`config.mk`:
```
export PLATFORM = sky130hd
export DESIGN_NAME = sd_command_line_host
export DESIGN_NICKNAME = d
export VERILOG_FILES = /design/src/hw/rtl/sdcl_pkg.sv /design/src/hw/rtl/sdcl_in_stage.sv /design/src/hw/rtl/sdcl_engine.sv /design/src/hw/rtl/sdcl_out_stage.sv /design/src/hw/rtl/sd_command_line_host.sv
export SDC_FILE = /design/constraint.sdc
export NUM_CORES = 1
export LEC_CHECK = 0
export BUFFER_PORTS_ARGS = -buffer_cell sky130_fd_sc_hd__buf_2
export CORE_ASPECT_RATIO = 0.9
export CORE_MARGIN = 1.5
export CORE_UTILIZATION = 59
export CTS_BUF_LIST = sky130_fd_sc_hd__clkbuf_4 sky130_fd_sc_hd__clkbuf_8 sky130_fd_sc_hd__clkbuf_16
export DETAILED_ROUTE_END_ITERATION = 10
export GPL_TIMING_DRIVEN = 0
export MAX_ROUTING_LAYER = met4
export PLACE_DENSITY = 0.8
export RECOVER_POWER = 50
export SYNTH_ARGS = -nofsm -noshare
export SYNTH_HDL_FRONTEND = slang
export SYNTH_SLANG_ARGS = --single-unit
```
`constraint.sdc`:
```
create_clock -name clk -period 5.1 [get_ports clk]
set_input_delay 0.255 -clock clk [delete_from_list [all_inputs] [get_ports clk]]
set_output_delay 0.255 -clock clk [all_outputs]
set_load 0.05 [all_outputs]
```
`src/hw/rtl/sdcl_pkg.sv`:
```
// Shared types and constants for the SD command line host.
// Used by every module of the block; depends on nothing.
package sdcl_pkg;

    localparam int FRAME_BITS = 48;
    localparam int HEAD_BITS  = 40;
    localparam int CRC_BITS   = 7;
    localparam int RESP_BITS  = 47;
    localparam int RESP_OUT_W = RESP_BITS - 8;
    localparam int BIT_CNT_W  = $clog2(FRAME_BITS + 1);
    localparam int TIMEOUT_W  = 16;
    localparam int TRAIL_W    = 4;
    localparam int CFG_DATA_W = 16;

    localparam logic [CRC_BITS-1:0]  CRC_POLY       = 7'h09;
    localparam logic [7:0]           R5_ERR_MASK    = 8'hCB;
    localparam logic [1:0]           CMD_PREFIX     = 2'b01;
    localparam logic [TIMEOUT_W-1:0] TIMEOUT_RESET  = 16'd5000;
    localparam logic [TRAIL_W-1:0]   TRAIL_RESET    = 4'd8;

    // Register indexes of the configuration port.
    localparam logic CFG_IDX_TIMEOUT = 1'b0;
    localparam logic CFG_IDX_TRAIL   = 1'b1;

    typedef enum logic [2:0] {
        PH_IDLE,
        PH_SEND,
        PH_WAIT,
        PH_RECV,
        PH_TRAIL
    } phase_t;

    typedef struct packed {
        logic        cmd;
        logic [5:0]  cmd_index;
        logic [31:0] argument;
        logic        line_sample;
    } item_t;

    typedef struct packed {
        logic                  line_out;
        logic                  line_drive;
        logic                  busy_res;
        logic                  done_res;
        logic                  status;
        logic [RESP_OUT_W-1:0] response;
        logic [7:0]            r5_data;
        logic                  r5_error;
    } result_t;

endpackage

```
`src/hw/rtl/sdcl_in_stage.sv`:
```
// Input register of the SD command line host.
// Holds one accepted item until the engine steps on it; uses sdcl_pkg.
module sdcl_in_stage
    import sdcl_pkg::*;
(
    input  logic  clk,
    input  logic  rst_n,
    input  logic  in_valid,
    output logic  in_stall,
    input  item_t item,
    input  logic  advance,
    output logic  step,
    output item_t item_q
);

    logic  in_valid_reg;
    logic  in_valid_next;
    item_t item_reg;

    assign in_stall = in_valid_reg && !advance;
    assign step     = in_valid_reg && advance;
    assign item_q   = item_reg;

    always_comb
    begin
        in_valid_next = in_valid_reg;
        if (!in_stall)
        begin
            in_valid_next = in_valid;
        end
    end

    always_ff @(posedge clk or negedge rst_n)
    begin
        if (!rst_n)
        begin
            in_valid_reg <= 1'b0;
        end
        else
        begin
            in_valid_reg <= in_valid_next;
        end
    end

    always_ff @(posedge clk)
    begin
        if (in_valid && !in_stall)
        begin
            item_reg <= item;
        end
    end

endmodule

```
`src/hw/rtl/sdcl_engine.sv`:
```
// Command frame sequencer, response receiver and configuration registers.
// Advances one bus clock per step and forms that tick's result; uses sdcl_pkg.
module sdcl_engine
    import sdcl_pkg::*;
(
    input  logic                  clk,
    input  logic                  rst_n,
    input  logic                  cfg_write,
    input  logic                  cfg_index,
    input  logic [CFG_DATA_W-1:0] cfg_data,
    input  logic                  step,
    input  item_t                 item,
    output result_t               res
);

    phase_t                phase_reg, phase_next;
    logic [HEAD_BITS-1:0]  frame_reg, frame_next;
    logic [CRC_BITS-1:0]   crc_reg, crc_next;
    logic [BIT_CNT_W-1:0]  bit_count_reg, bit_count_next;
    logic [TIMEOUT_W-1:0]  wait_count_reg, wait_count_next;
    logic [RESP_BITS-1:0]  rx_reg, rx_next;
    logic [TRAIL_W-1:0]    trail_reg, trail_next;
    logic [TIMEOUT_W-1:0]  timeout_reg;
    logic [TRAIL_W-1:0]    trailing_reg;

    always_comb
    begin
        logic                 active;
        logic                 fin;
        logic                 fb;
        phase_t               ph;
        logic [HEAD_BITS-1:0] fr;
        logic [CRC_BITS-1:0]  crc;
        logic [BIT_CNT_W-1:0] bc;
        logic [TIMEOUT_W-1:0] wc;
        logic [TIMEOUT_W-1:0] lim;
        logic [RESP_BITS-1:0] rx;
        logic [TRAIL_W-1:0]   tc;

        res          = '0;
        res.line_out = 1'b1;
        active       = 1'b1;
        fin          = 1'b0;
        fb           = 1'b0;
        ph           = phase_reg;
        fr           = frame_reg;
        crc          = crc_reg;
        bc           = bit_count_reg;
        wc           = wait_count_reg;
        lim          = timeout_reg;
        rx           = rx_reg;
        tc           = trail_reg;
        wait_count_next = wait_count_reg;
        trail_next      = trail_reg;
        rx_next         = rx_reg;

        // A start item loads the frame head and already drives its first bit.
        if (phase_reg == PH_IDLE)
        begin
            if (item.cmd)
            begin
                ph  = PH_SEND;
                fr  = {CMD_PREFIX, item.cmd_index, item.argument};
                crc = '0;
                bc  = BIT_CNT_W'(FRAME_BITS);
            end
            else
            begin
                active = 1'b0;
            end
        end

        if (active)
        begin
            res.busy_res = 1'b1;
            unique case (ph)
                PH_SEND:
                begin
                    res.line_drive = 1'b1;
                    // The CRC is built as the head goes out, then shifted out itself, then the end bit.
                    if (bc > BIT_CNT_W'(CRC_BITS + 1))
                    begin
                        res.line_out = fr[HEAD_BITS-1];
                        fb  = fr[HEAD_BITS-1] ^ crc[CRC_BITS-1];
                        crc = {crc[CRC_BITS-2:0], 1'b0} ^ (fb ? CRC_POLY : '0);
                        fr  = {fr[HEAD_BITS-2:0], 1'b0};
                    end
                    else if (bc > BIT_CNT_W'(1))
                    begin
                        res.line_out = crc[CRC_BITS-1];
                        crc = {crc[CRC_BITS-2:0], 1'b0};
                    end
                    else
                    begin
                        res.line_out = 1'b1;
                    end
                    bc = bc - BIT_CNT_W'(1);
                    if (bc == '0)
                    begin
                        ph = PH_WAIT;
                        wait_count_next = '0;
                    end
                end
                PH_WAIT:
                begin
                    if (!item.line_sample)
                    begin
                        ph      = PH_RECV;
                        bc      = '0;
                        rx_next = '0;
                    end
                    else
                    begin
                        if (timeout_reg == '0)
                        begin
                            lim = TIMEOUT_W'(1);
                        end
                        if (wc != '1)
                        begin
                            wc = wc + TIMEOUT_W'(1);
                        end
                        wait_count_next = wc;
                        if (wc >= lim)
                        begin
                            res.done_res = 1'b1;
                            res.status   = 1'b1;
                            ph           = PH_IDLE;
                        end
                    end
                end
                PH_RECV:
                begin
                    rx      = {rx[RESP_BITS-2:0], item.line_sample};
                    rx_next = rx;
                    bc      = bc + BIT_CNT_W'(1);
                    if (bc >= BIT_CNT_W'(RESP_BITS))
                    begin
                        if (trailing_reg == '0)
                        begin
                            fin = 1'b1;
                        end
                        else
                        begin
                            trail_next = trailing_reg;
                            ph         = PH_TRAIL;
                        end
                    end
                end
                PH_TRAIL:
                begin
                    if (tc != '0)
                    begin
                        tc = tc - TRAIL_W'(1);
                    end
                    trail_next = tc;
                    if (tc == '0)
                    begin
                        fin = 1'b1;
                    end
                end
                default:
                begin
                    ph           = PH_IDLE;
                    res.busy_res = 1'b0;
                end
            endcase
        end

        if (fin)
        begin
            res.done_res = 1'b1;
            res.status   = 1'b0;
            res.response = rx[RESP_BITS-1:8];
            res.r5_data  = rx[15:8];
            res.r5_error = |(rx[23:16] & R5_ERR_MASK);
            ph           = PH_IDLE;
        end

        phase_next     = ph;
        frame_next     = fr;
        crc_next       = crc;
        bit_count_next = bc;
    end

    always_ff @(posedge clk or negedge rst_n)
    begin
        if (!rst_n)
        begin
            phase_reg      <= PH_IDLE;
            bit_count_reg  <= '0;
            wait_count_reg <= '0;
            trail_reg      <= '0;
        end
        else if (step)
        begin
            phase_reg      <= phase_next;
            bit_count_reg  <= bit_count_next;
            wait_count_reg <= wait_count_next;
            trail_reg      <= trail_next;
        end
    end

    always_ff @(posedge clk)
    begin
        if (step)
        begin
            frame_reg <= frame_next;
            crc_reg   <= crc_next;
            rx_reg    <= rx_next;
        end
    end

    always_ff @(posedge clk or negedge rst_n)
    begin
        if (!rst_n)
        begin
            timeout_reg  <= TIMEOUT_RESET;
            trailing_reg <= TRAIL_RESET;
        end
        else if (cfg_write)
        begin
            unique case (cfg_index)
                CFG_IDX_TIMEOUT: timeout_reg  <= cfg_data;
                CFG_IDX_TRAIL:   trailing_reg <= cfg_data[TRAIL_W-1:0];
                default:         timeout_reg  <= timeout_reg;
            endcase
        end
    end

endmodule

```
`src/hw/rtl/sdcl_out_stage.sv`:
```
// Result register of the SD command line host.
// Holds one tick's result until the consumer takes it; uses sdcl_pkg.
module sdcl_out_stage
    import sdcl_pkg::*;
(
    input  logic    clk,
    input  logic    rst_n,
    input  logic    step,
    input  result_t res,
    output logic    advance,
    output logic    out_valid,
    input  logic    out_stall,
    output result_t res_q
);

    logic    out_valid_reg;
    logic    out_valid_next;
    result_t res_reg;

    // The register may be refilled in the cycle its contents are transferred.
    assign advance   = !out_valid_reg || !out_stall;
    assign out_valid = out_valid_reg;
    assign res_q     = res_reg;

    always_comb
    begin
        out_valid_next = out_valid_reg && out_stall;
        if (step)
        begin
            out_valid_next = 1'b1;
        end
    end

    always_ff @(posedge clk or negedge rst_n)
    begin
        if (!rst_n)
        begin
            out_valid_reg <= 1'b0;
        end
        else
        begin
            out_valid_reg <= out_valid_next;
        end
    end

    always_ff @(posedge clk)
    begin
        if (step)
        begin
            res_reg <= res;
        end
    end

endmodule

```
`src/hw/rtl/sd_command_line_host.sv`:
```
// Top level of the SD command line host: input register, engine, result register.
// Depends on sdcl_pkg, sdcl_in_stage, sdcl_engine and sdcl_out_stage.

// Each input transfer is one SD bus clock and yields exactly one result transfer.
// A new item is taken every cycle unless a held result stalls the input. An item's
// result passes through the input register and then the result register, where it
// is held until it is transferred. The rate is set by the single-step engine between
// them. A start item begins a 48-bit command frame, then the line is sampled for
// the response start bit for up to response_timeout ticks, 47 response bits are
// shifted in, and trailing_clocks idle ticks follow before done. Configuration
// writes are taken on any cycle with cfg_write high and are meant to be issued
// while idle.
module sd_command_line_host
    import sdcl_pkg::*;
(
    input  logic                  clk,
    input  logic                  rst_n,
    input  logic                  cfg_write,
    input  logic                  cfg_index,
    input  logic [CFG_DATA_W-1:0] cfg_data,
    input  logic                  in_valid,
    output logic                  in_stall,
    input  logic                  cmd,
    input  logic [5:0]            cmd_index,
    input  logic [31:0]           argument,
    input  logic                  line_sample,
    output logic                  out_valid,
    input  logic                  out_stall,
    output logic                  line_out,
    output logic                  line_drive,
    output logic                  busy_res,
    output logic                  done_res,
    output logic                  status,
    output logic [RESP_OUT_W-1:0] response,
    output logic [7:0]            r5_data,
    output logic                  r5_error
);

    item_t   item_in;
    item_t   item_q;
    result_t res;
    result_t res_q;
    logic    step;
    logic    advance;

    assign item_in.cmd         = cmd;
    assign item_in.cmd_index   = cmd_index;
    assign item_in.argument    = argument;
    assign item_in.line_sample = line_sample;

    sdcl_in_stage u_in_stage (
        .clk      (clk),
        .rst_n    (rst_n),
        .in_valid (in_valid),
        .in_stall (in_stall),
        .item     (item_in),
        .advance  (advance),
        .step     (step),
        .item_q   (item_q)
    );

    sdcl_engine u_engine (
        .clk       (clk),
        .rst_n     (rst_n),
        .cfg_write (cfg_write),
        .cfg_index (cfg_index),
        .cfg_data  (cfg_data),
        .step      (step),
        .item      (item_q),
        .res       (res)
    );

    sdcl_out_stage u_out_stage (
        .clk       (clk),
        .rst_n     (rst_n),
        .step      (step),
        .res       (res),
        .advance   (advance),
        .out_valid (out_valid),
        .out_stall (out_stall),
        .res_q     (res_q)
    );

    assign line_out   = res_q.line_out;
    assign line_drive = res_q.line_drive;
    assign busy_res   = res_q.busy_res;
    assign done_res   = res_q.done_res;
    assign status     = res_q.status;
    assign response   = res_q.response;
    assign r5_data    = res_q.r5_data;
    assign r5_error   = res_q.r5_error;

`ifndef SYNTH
    // The input side only holds off while a finished result is being held back.
    assert property (@(posedge clk) disable iff (!rst_n)
        in_stall |-> (out_valid && out_stall))
        else $error("input stalled while the result register is free");

    // The host drives the line only inside a transaction.
    assert property (@(posedge clk) disable iff (!rst_n)
        (out_valid && line_drive) |-> (busy_res && !done_res))
        else $error("line driven outside the command frame");

    // A timeout status is only reported on a finishing tick with no response data.
    assert property (@(posedge clk) disable iff (!rst_n)
        (out_valid && status) |-> (done_res && busy_res && response == '0))
        else $error("status set without a finishing tick");
`endif

endmodule

```
======== Yosys cells after proc, flatten, opt, wreduce, memory -nomap -nowiden ========
Index checks and enable logic that the tools add are counted.
word-level totals
  memories kept ........................... 0
  bits of input ports ..................... 62
  RAM bits ................................ 0
  ROM bits ................................ 0
  latch bits .............................. 0
  register bits ........................... 238
  word-level logic and storage cells ...... 138
operators by class
  add/sub/neg operators ................... 4
  $mul .................................... 0
  divide/modulo/power cells ............... 0
  eq/ne operators ......................... 10
  bitwise gates (word level) .............. 6
  reductions and logical operators ........ 27
  multiplexer cells ....................... 64
  order comparisons ....................... 4
  shifts and indexed selects .............. 0
operators by type and width
  cell                   count
  $mux 40                5
  $mux 16                10
  $mux 47                3
  $pmux 47 s2            1
  $mux 7                 6
  $pmux 16 s2            1
  $mux 3                 9
  $mux 4                 6
  $mux 6                 4
  $pmux 6 s3             1
  $add 16x1->16 const B  1
  $ge 16x16->1           1
  $logic_not 16->1       1
  $ne 16x16->1 const B   1
  $pmux 3 s4             1
  $mux 1                 11
  $reduce_and 5->1       2
  $logic_not 4->1        2
  $mux 2                 4
  $pmux 4 s2             1
  $reduce_or 4->1        2
  $xor 7x7->7            1
  $add 6x1->6 const B    1
  $eq 3x2->1 const B     2
  22 further kinds       38

======== Longest topological paths before layout ========
  word-level depth ........................ 11
  gate-level depth with buffers ........... 14
  gate-level depth less buffers ........... 12

======== Hierarchy ========
From an unflattened synthesis, not the netlist that was laid out.
unflattened totals
  cells, all modules ...................... 1,095
  area, all modules ....................... 11,503.5 µm²
by module, submodules not included
  module          area an instance (µm²)  instances  cells each
  sdcl_engine     8,610.8                 1          993
  sdcl_out_stage  1,627.8                 1          56
  sdcl_in_stage   1,265.0                 1          46

======== Worst setup path before layout ========
Ideal clock, no wire load.
  kind .................................... reg2reg
  start point ............................. register u_out_stage.out_valid_reg, in the netlist u_out_stage.out_valid
  end point ............................... register u_engine.wait_count_reg[7]
  clock period less this slack ............ 4.232 ns
  data required time ...................... 4.976 ns
  arrival ................................. 4.108 ns
  path buffers ............................ 1
  path slack .............................. 0.868 ns
  stages on the path, launching flop included .. 8
  cell sequence ........................... dfrtp_1 > nand2_1 > nand2_1 > inv_1 > o21ai_1 > a21o_1 > buf_6 > a211o_1
on the way
  cells in the longest elaborated chain, start to end .. 4
ends and longest elaborated chain
  what                        line                        RTL
  start, declared             sdcl_out_stage.sv:16        logic out_valid_reg;
  start signal, assigned      sdcl_out_stage.sv:42        out_valid_reg <= out_valid_next;
  $logic_not 1->1             sdcl_out_stage.sv:21        assign advance = !out_valid_reg || !out_stall;
  $logic_or 1x1->1            sdcl_out_stage.sv:21
  $logic_and 1x1->1           sdcl_in_stage.sv:21         assign step = in_valid_reg && advance;
  via step                    sd_command_line_host.sv:43  logic step;
  $reduce_and 5->1 (no line)  --
  end signal, assigned        sdcl_engine.sv:198          wait_count_reg <= wait_count_next;
  end, declared               sdcl_engine.sv:20           logic [TIMEOUT_W-1:0] wait_count_reg, wait_count_next;
The timed path passes the listed nets, and every way through them passes these cells.
A chain may end at the register's enable or synchronous reset.

======== Worst setup path in the final report ========
  start point ............................. register u_engine.phase_reg[0]
  end point ............................... register u_out_stage.res_reg (netlist bit u_out_stage.res_q[49]), data pin
on the way
  cells in the longest elaborated chain, start to end .. 7
  elaborated cells on any way between the ends .. 15
  classes of those cells .................. add/sub (1); order compare (1); eq/ne (3); mux (9); reduce/logical (1)
ends and longest elaborated chain
  what                    line                  RTL
  start, declared         sdcl_engine.sv:16     phase_t phase_reg, phase_next;
  start signal, assigned  sdcl_engine.sv:196    phase_reg <= phase_next;
  $logic_not 3->1         sdcl_engine.sv:58     if (phase_reg == PH_IDLE)
  $mux 6                  sdcl_engine.sv:58
  $add 6x1->6             sdcl_engine.sv:135    bc = bc + BIT_CNT_W'(1);
  $ge 6x6->1              sdcl_engine.sv:136    if (bc >= BIT_CNT_W'(RESP_BITS))
  $mux 1                  sdcl_engine.sv:136
  $pmux 1 s2              sdcl_engine.sv:76     unique case (ph)
  $mux 1                  sdcl_engine.sv:73     if (active)
  end signal, assigned    sdcl_out_stage.sv:50  res_reg <= res;
  end, declared           sdcl_out_stage.sv:18  result_t res_reg;
Parallel ways exist; a longest one is shown, timed or not.

==> impl_metrics.csv <==
group,metric,value,unit
synthesis,synth-seq-cells,230,
die,die-area,19700,um2
hold_path,min_path_type,"primary input to register",
synthesis,ys_warn_count,0,
clock_tree,clk_latency,0.52,ns
sta,fin_crit_sh,0.859,
run_status,violations,"max-capacitance violations, max-slew violations",
pwr,power_leakage,5.59,nW
global_route,antenna_found_initial,0,
global_route,track_usage,0.266,
sta,fin_worst_skew,0.0152,ns
setup_path,reg2reg_slack,0.72,ns
layout,syn_to_final_growth,19.6,%
hold_path,min-delay-start,"cfg_index",
pwr,ir_drop,0.000291,V
global_route,grt_pass1_wl,41.0,mm
clock_tree,cts_tree,"yes",
layout,finalNetCount,1323,
synthesis,synth_top_cell_area_share,0.482,
clock_tree,cts_buffer_depth,3,
layout,layout-drive-gt1-share,0.114,
setup_path,r2r_cells,13,
synthesis,yosys.area_share.adder,0.0278,
clock_tree,post_cts_buffers,0,
setup_path,cp.required,5.33,ns
layout,fillers,1313,
sta,maxSlewViolCount,193,
global_route,busiest_layer,"met2",
layout,seq_area,6660,um2
layout,largest_reg_flops,47,
synthesis,synthMuxAreaShare,0.0150,
layout,multi_input_area,3900,um2
clock_tree,cts_sinks,230,
routing,drt_iter0_drc,690,
synthesis,netlist_area,11100,um2
synthesis,post_synth_xor_area_fraction,0.0134,
routing,viasPerCell,5.79,
layout,diodes,0,
synthesis,synth_top_family_by_area,"simple AND/OR/NAND/NOR gates",
synthesis,synth.distinct_cells,65,
synthesis,yosys-top-cells-area,"edfxtp_1, dfrtp_1, nand2_1",
synthesis,ys.flop_type,"edfxtp_1",
setup_path,cp-end-kind,"register",
sta,period_minus_slack,4.38,ns
global_route,grt_pass1_vias,8326,
routing,finalWirelength,25.4,mm
synthesis,synth_fp_nets,1120,
routing,avgRoutedWirePerCell,17.0,um
routing,drc_errors,0,
hold_path,min_to,"u_engine.trailing_reg[1]",
sta,hold-worst-slack,0.162,ns
clock_tree,cts_buffers,25,
synthesis,synth_compound_area_frac,0.135,
synthesis,postSynthCellCount,1034,
sta,fin_setup_tns,0,ns
setup_path,crit_type,"register to register",
setup_path,r2r-start,"u_engine.phase_reg[0]",
layout,final_area,13300,um2
routing,detail-route-antenna-nets,0,
setup_path,cp.arrival,4.62,ns
sta,finalHoldViolCount,0,
sta,setup_violations,0,
sta,slew_headroom,-0.892,
die,die_h,133,um
die,initial_core_util,0.604,
die,core_area,18500,um2
die,num_rows,47,
clock_tree,path_clk_slew,0.06,ns
run,maxCapViolCount,4,
setup_path,r2r-end,"u_out_stage.res_q[49]",
setup_path,cp-start-kind,"register",
setup_path,cp_max_fo,10,
placement,finalWeightedCongestion,0.892,
synthesis,synth_edf_count,179,
synthesis,yosysTopAreaCell,"edfxtp_1",
synthesis,yosysMostFrequentCell,"nand2_1",
run_status,status,"complete, but fails checks",
sta,worst_pin_slew,2.84,ns
global_route,overflow,0,
placement,dpl.hpwl,16.0,mm
die,ios,117,
synthesis,seq_area_frac_synth,0.597,
sta,rsz0062_at_grt,"false",
placement,placed_area,12100,um2
synthesis,syn_area_per_cell,10.8,um2
global_route,grt_max_degree,62,
placement,portBuffers,116,
pwr,p_per_area,454,nW/um2
synthesis,ys_top_cells_by_count,"nand2_1, edfxtp_1, inv_1, a21oi_1, dfrtp_1",
global_route,grtUsageMet2,0.425,
clock_tree,cts_max_level,1,
synthesis,yosys.area_share.simple,0.159,
synthesis,async_flop_share,0.222,
sta,max_freq,0.228,GHz
hold_path,whs_path_depth,3,
clock_tree,root_buffer,"clkbuf_16",
routing,dr.pass1.iters,5,
routing,vias,8685,
pwr,total_power,0.00605,W
die,dieWidth,148,um
global_route,met3_usage,0.0339,
global_route,met1_usage,0.364,
-- worst max path at each step --
| stage | from | end | slack, ns | cells past startpoint |
|---|---|---|---|---|
| finish | u_engine.phase_reg[0] | u_out_stage.res_q[49] | 0.72 | 13 |
| global placement | u_out_stage.out_valid | u_engine.wait_count_reg[3] | -0.48 | 7 |
| global route | u_engine.phase_reg[0] | u_out_stage.res_q[49] | 0.47 | 13 |
| floorplan | u_out_stage.out_valid | u_engine.wait_count_reg[7] | 0.87 | 7 |
| CTS | u_engine.phase_reg[0] | u_out_stage.res_q[49] | 0.83 | 13 |
| detailed placement | u_engine.phase_reg[0] | u_out_stage.res_q[49] | 1.01 | 13 |
-- layout by cell type, fill, tap and decap left out, drive strengths merged, types with 44 or more instances in the layout --
cell type,count
dlygate4sd3,58
nand2,198
nor2b,44
a21oi,60
buf,82
a31oi,44
edfxtp,179
inv,67
clkbuf,139
dfrtp,45
-- per-layer routing --
metal	vias to the layer above	part of all wire
met5	-	0
met4	0	0.025
met3	59	0.063
met2	375	0.48
met1	4150	0.44
li1	4101	-
-- worst max-delay path, cell delays in order (launching register included) --
cell      delay (ns)
dfrtp_1         0.41
clkbuf_1        0.35
nor2_1          0.18
nand3b_1        0.15
clkbuf_1        0.40
nand2_1         0.24
inv_1           0.17
ha_1            0.28
and3b_1         0.23
o21ai_0         0.22
a22oi_1         0.21
a41oi_2         0.54
clkbuf_1        0.54
o31ai_1         0.17
-- where the power goes --
part | total (W) | switching [W] | internal (W)
Clock | 0.00170 | 0.000724 | 0.000980
Combinational | 0.00181 | 0.00115 | 0.000660
Sequential | 0.00253 | 0.000160 | 0.00237
-- cell families (layout without fill, tap and decap cells) --
group,Yosys count,count (layout)
compound gates,230,230
xor+xnor,17,17
fa+ha+maj,25,25
buf+inv,140,361
flops,230,230
mux,16,16
simple gates,376,376
-- final cells by class --
cell class / count / area share
well taps: 245 / 0.0230
flip-flops and latches: 230 / 0.499
plain buffers: 72 / 0.0252
repair buffers: 176 / 0.0832
inverters: 68 / 0.0192
multi-input cells: 664 / 0.293
clock inverters: 14 / 0.00676
clock buffers: 31 / 0.0503
-- stage by stage --
step / util / std cells / worst slack, ns
after CTS: 0.728 / 1500 / 0.834
after global routing: 0.722 / 1500 / 0.474
after floorplan: - / 1034 / 0.868
final: 0.722 / 1500 / 0.717
after detailed placement: 0.655 / 1397 / 1.01
after global placement: 0.652 / 1395 / -0.480
-- what timing repair did --
item / CTS / global route
hold endpoints to repair: 62 / 0
gates resized for setup: 0 / 0
hold buffers: 58 / 0
Note: power is estimated with default switching activity, not from simulation.
